[config.mk]
export PLATFORM = sky130hd
export DESIGN_NAME = sgt_flow
export DESIGN_NICKNAME = d
export VERILOG_FILES = /design/src/sv/sgt_pkg.sv /design/src/sv/sgt_flow.sv
export SDC_FILE = /design/constraint.sdc
export NUM_CORES = 1
export LEC_CHECK = 0
export BUFFER_PORTS_ARGS = -buffer_cell sky130_fd_sc_hd__buf_2
export CAP_MARGIN = 0
export CELL_PAD_IN_SITES_DETAIL_PLACEMENT = 1
export CELL_PAD_IN_SITES_GLOBAL_PLACEMENT = 2
export CORE_MARGIN = 8
export CORE_UTILIZATION = 27
export DETAILED_ROUTE_END_ITERATION = 10
export PLACE_DENSITY = 0.78
export SYNTH_ARGS = -nofsm -noshare
export SYNTH_HDL_FRONTEND = slang
export SYNTH_SLANG_ARGS = --single-unit
[constraint.sdc]
create_clock -name clk_i -period 3.5 [get_ports clk_i]
set_input_delay 0.175 -clock clk_i [delete_from_list [all_inputs] [get_ports clk_i]]
set_output_delay 0.175 -clock clk_i [all_outputs]
set_load 0.03 [all_outputs]
[src/sv/sgt_pkg.sv]
// ----------------------------------------------------------------------------
// sgt_pkg
// Stage layout and the per-stage word carried down the gather test pipeline.
// ----------------------------------------------------------------------------
package sgt_pkg;

  localparam int unsigned NumStg   = 17;
  localparam int unsigned StDiff   = 0;
  localparam int unsigned StProd   = 1;
  localparam int unsigned StSum    = 2;
  localparam int unsigned StPrep   = 3;
  localparam int unsigned DivFirst = 4;
  localparam int unsigned DivLast  = 11;
  localparam int unsigned StTq     = 12;
  localparam int unsigned StOff    = 13;
  localparam int unsigned StPart   = 14;
  localparam int unsigned StSq     = 15;
  localparam int unsigned StOut    = 16;

  localparam logic [16:0] TqOne = 17'h10000;

  typedef struct packed {
    logic [NumStg-1:0] en;
    logic [NumStg-1:0] vld;
  } flow_t;

  typedef struct packed {
    logic signed [32:0]  dx;
    logic signed [32:0]  dy;
    logic signed [32:0]  ux;
    logic signed [32:0]  uy;
    logic [32:0]         s;
    logic                degen;
    logic                neg;
    logic                one;
    logic                inr;
    logic [65:0]         dd_x;
    logic [65:0]         dd_y;
    logic signed [65:0]  du_x;
    logic signed [65:0]  du_y;
    logic [65:0]         ss;
    logic [65:0]         len2;
    logic signed [66:0]  dot;
    logic [65:0]         m;
    logic [48:0]         ltl;
    logic [48:0]         lth;
    logic [65:0]         rem;
    logic [15:0]         q;
    logic [101:0]        limit;
    logic [16:0]         tq;
    logic signed [50:0]  tdx;
    logic signed [50:0]  tdy;
    logic [49:0]         mx;
    logic [49:0]         my;
    logic [49:0]         xhh;
    logic [49:0]         xhl;
    logic [49:0]         xll;
    logic [49:0]         yhh;
    logic [49:0]         yhl;
    logic [49:0]         yll;
    logic [101:0]        x2;
    logic [101:0]        y2;
    logic                gathered;
    logic [62:0]         sqd;
    logic [15:0]         item_id;
    logic [15:0]         mover_id;
  } pl_t;

endpackage

[src/sv/sgt_flow.sv]
// ----------------------------------------------------------------------------
// sgt_flow
// Valid bits and per-stage load enables; a stage loads when it is empty or
// when the stage after it moves, so bubbles collapse under a stall.
// ----------------------------------------------------------------------------
module sgt_flow (
  input  logic          clk_i,
  input  logic          rst_ni,
  input  logic          in_valid_i,
  input  logic          out_ready_i,
  output sgt_pkg::flow_t flow_o
);
  import sgt_pkg::*;

  logic [NumStg-1:0] vld_q, vld_d, en;

  always_comb begin
    en[NumStg-1] = !vld_q[NumStg-1] || out_ready_i;
    for (int i = NumStg - 2; i >= 0; i--) begin
      en[i] = !vld_q[i] || en[i+1];
    end
    vld_d[0] = en[0] ? in_valid_i : vld_q[0];
    for (int i = 1; i < NumStg; i++) begin
      vld_d[i] = en[i] ? vld_q[i-1] : vld_q[i];
    end
  end

  always_ff @(posedge clk_i or negedge rst_ni) begin
    if (!rst_ni) begin
      vld_q <= '0;
    end else begin
      vld_q <= vld_d;
    end
  end

  assign flow_o.en  = en;
  assign flow_o.vld = vld_q;

endmodule

==> run summary <==
### Run status
- status: finished, final reports clean

### Global route
- GRT Residual Overflow: 0
- wire length of the first global-routing pass: 2990 µm
- number of global-route vias before repair: 622
- pin count of the biggest net entering global routing: 18
- number of antenna violations at the first check in global routing: 0
- total track usage: 8.51%

### STA
- part of the cycle the worst path needs: 57.4%
- Max Clock Freq: 498 MHz
- unrepaired setup endpoints after global routing: false
- worst-case setup margin in the final layout: 1.49 ns
- max-slew violation count: 0
- setup_tns: 0 ns
- worst slew pin tran: 0.523 ns
- # setup viols final: 0
- final setup skew: 0.00821 ns
- Slew headroom: 65.1%
- worst hold slack: 0.0779 ns
- number of hold violations in the final report: 0
- minimum clock period after layout: 2.01 ns

### Power
- static leakage: 0.000446 µW
- switching part of the total power: 39.3%
- proportion of power drawn by combinational gates: 33.8%
- portion of total power attributed to sequential cells: 46.6%
- power dissipated by switching net loads: 203 µW
- peak supply drop: 0.245 mV
- Clk pwr share: 19.5%
- internal power: 314 µW
- power density over the cells: 543 nW/µm²

### CTS
- post-CTS setup repair buffer count: 0
- buffer type at the clock tree root: sky130_fd_sc_hd__clkbuf_4
- CTS Buffer Depth: 2
- clock transition time at the flip-flop clock pins of the worst setup and hold paths: 0.10 ns
- Resized Gates After CTS: 0
- insertion delay of the later-clocked pin in the worst-skew pair: 0.28 ns
- Num CTS Buffers: 3
- Clock H-tree levels: 1
- TritonCTS clock tree: built
- clock sink total: 17
- hold bufs inserted after CTS: 1

### Yosys
- Syn Nets: 66
- area fraction in compound gates after synthesis: 10.7%
- mean instance size in the synthesized netlist: 11.7 µm²
- adder-cell share of the synthesized area: 0%
- share of cell area taken by muxes after synthesis: 0%
- Post-Synth XOR/XNOR Area: 0%
- number of enable-type register cells in the synthesized netlist: 0
- simple-gate share of the synthesized area: 24.3%
- proportion of register bits with asynchronous set or reset after synthesis: 100%
- synthesized flop and latch total: 17
- number of synthesis warnings: 0
- post-synthesis sequential area ratio: 58.6%
- cell with the most instances after synthesis: sky130_fd_sc_hd__dfrtp_1
- synthesized netlist cell count: 62
- synth unique cells: 18
- Primary FF master, synth: sky130_fd_sc_hd__dfrtp_1
- fraction of synthesized cell area taken by the top area cell type: 58.6%
- netlist area before placement: 726 µm²
- top post-synthesis cells by area: sky130_fd_sc_hd__dfrtp_1 59%, sky130_fd_sc_hd__nand2b_1 6.0%, sky130_fd_sc_hd__a31o_2 4.8%
- Post-synth top cells: 17 x sky130_fd_sc_hd__dfrtp_1, 7 x sky130_fd_sc_hd__nand2b_1, 5 x sky130_fd_sc_hd__nand2_1, 5 x sky130_fd_sc_hd__nand3_1
- combinational family with the most area after synthesis: simple AND/OR/NAND/NOR gates
- cell accounting for the most synthesized area: sky130_fd_sc_hd__dfrtp_1

### Floorplanning
- die extent in x: 67.8 µm
- placeable core region: 2660 µm²
- height of the chip: 67.8 µm
- Top-Level Pins: 38
- Initial Utilization: 27.3%
- num rows: 19
- area of the die: 4600 µm²

### Routing
- met1 wire length: 796 µm
- WL/cell: 14.0 µm
- routed length on met3: 152 µm
- Final ANT Viol Nets: 0
- detail-routed via count per cell: 4.66
- number of detailed-routing iterations run before antenna repair: 2
- number of remaining DRC errors: 0
- final WL: 1840 µm
- first-iteration detailed-routing DRC count: 13
- routed wl met2: 881 µm
- top routing layer used: met4
- detailed-route via count: 610

### Worst setup path
- critical setup path kind: reg -> out
- worst path cell trace: and4b_4 -> and4_1 -> nand4_1 -> buf_2
- startpoint type of the worst setup path: flip-flop
- cell with the biggest individual delay on the critical path: sky130_fd_sc_hd__and4_1
- CP required: 3.32 ns
- Max FO, Critical Path: 16
- maximum single-stage delay on the critical path: 0.54 ns
- category of cells accounting for the largest share of critical-path delay: simple AND/OR/NAND/NOR gates
- arrival time at the worst endpoint: 1.83 ns
- Worst Setup SP: vld_q[16]
- reg2reg start: vld_q[16]
- Worst Path Buf+Inv: 1
- type of element capturing the critical path: output pin

### Hold path
- startpoint of the worst hold path: in_valid_i
- path class of the lowest-slack min-delay path: in -> reg

### Cells and area
- register with the highest flop count: vld_q
- area of all placed cells without fillers: 952 µm²
- Ant. Diodes: 0
- Largest register FFs: 17
- area grow syn2layout: 31.2%
- multi-input gate area in the final layout: 254 µm²
- Top Registers: vld_q (17)
- number of fillers in the final layout: 322
- fraction of final layout cells with drive strength greater than 1: 48.0%
- Sequential Area: 425 µm²
- share of the core filled with cells: 35.8%
- final layout net count: 105

### Placed design
- quantity of I/O buffers inserted on ports: 37
- half-perimeter wire length of the detailed placement result: 1440 µm
- routability-driven placement congestion ratio: 0.684
- dpl ws: 1.80 ns
- Post-Place Cell Area: 915 µm²

### Run
- Maximum Capacitance Violations: 0

==> cell usage in the layout, fill, tap and decap left out, types with 3 or more instances in the layout <==
cell                       instances
sky130_fd_sc_hd__nand2b_1          7
sky130_fd_sc_hd__and3_1            4
sky130_fd_sc_hd__buf_2            37
sky130_fd_sc_hd__nand3_1           5
sky130_fd_sc_hd__dfrtp_1          17
sky130_fd_sc_hd__nand2_1           5
sky130_fd_sc_hd__a31o_2            4
sky130_fd_sc_hd__clkbuf_4          3
sky130_fd_sc_hd__a21o_1            3
sky130_fd_sc_hd__inv_1             3
==> final cells by class <==
| class | count | share of cell area (%) |
|---|---|---|
| Multi-Input combinational cell | 38 | 26.7 |
| Sequential cell | 17 | 44.7 |
| Timing Repair Buffer | 38 | 20.5 |
| Clock buffer | 3 | 2.37 |
| Tap cell | 31 | 4.07 |
| Inverter | 3 | 1.18 |
| Clock inverter | 1 | 0.526 |
==> power groups by stage <==
stage                     Combinational [µW]  Clock (µW)  Sequential (µW)
after floorplan                         78.0           0              288
after global placement                   177           0              244
after detailed placement                 178           0              245
after CTS                                180         107              242
after global routing                     188         119              245
final                                    175         101              241
==> kinds of logic (layout without fill, tap and decap cells) <==
family | after synthesis | count (layout)
simple gates | 29 | 29
compound gates | 9 | 9
flops | 17 | 17
buf+inv | 7 | 45
==> per-stage QoR <==
step                total power, µW  std cells
finish                          517        131
global route                    553        131
CTS                             528        131
detailed placement              423        126
global placement                421        126
floorplan                       366         62
==> worst reg2reg max path, stage by stage (launching register included) <==
cell and delay (ns):
sky130_fd_sc_hd__dfrtp_1 0.39, sky130_fd_sc_hd__and4b_4 0.28, sky130_fd_sc_hd__and4_1 0.54, sky130_fd_sc_hd__a41o_1 0.25
==> worst paths after layout <==
kind	endpoint	slack, ns	cells past startpoint
setup / recovery	flow_o[18]	1.49	4
hold / removal	vld_q[0]	0.08	2
setup reg to reg	vld_q[4]	1.99	3
hold reg to reg	vld_q[12]	0.49	1
max in group asynchronous	vld_q[11]	2.89	2
min in group asynchronous	vld_q[0]	0.34	2
==> per-layer routing <==
metal / up-vias / global-route usage, %
met2: 18 / 13.1
met1: 298 / 10.9
met5: - / 0
met4: 0 / 2.30
met3: 2 / 3.27
li1: 292 / -
Power figures use the tool's default switching activity.
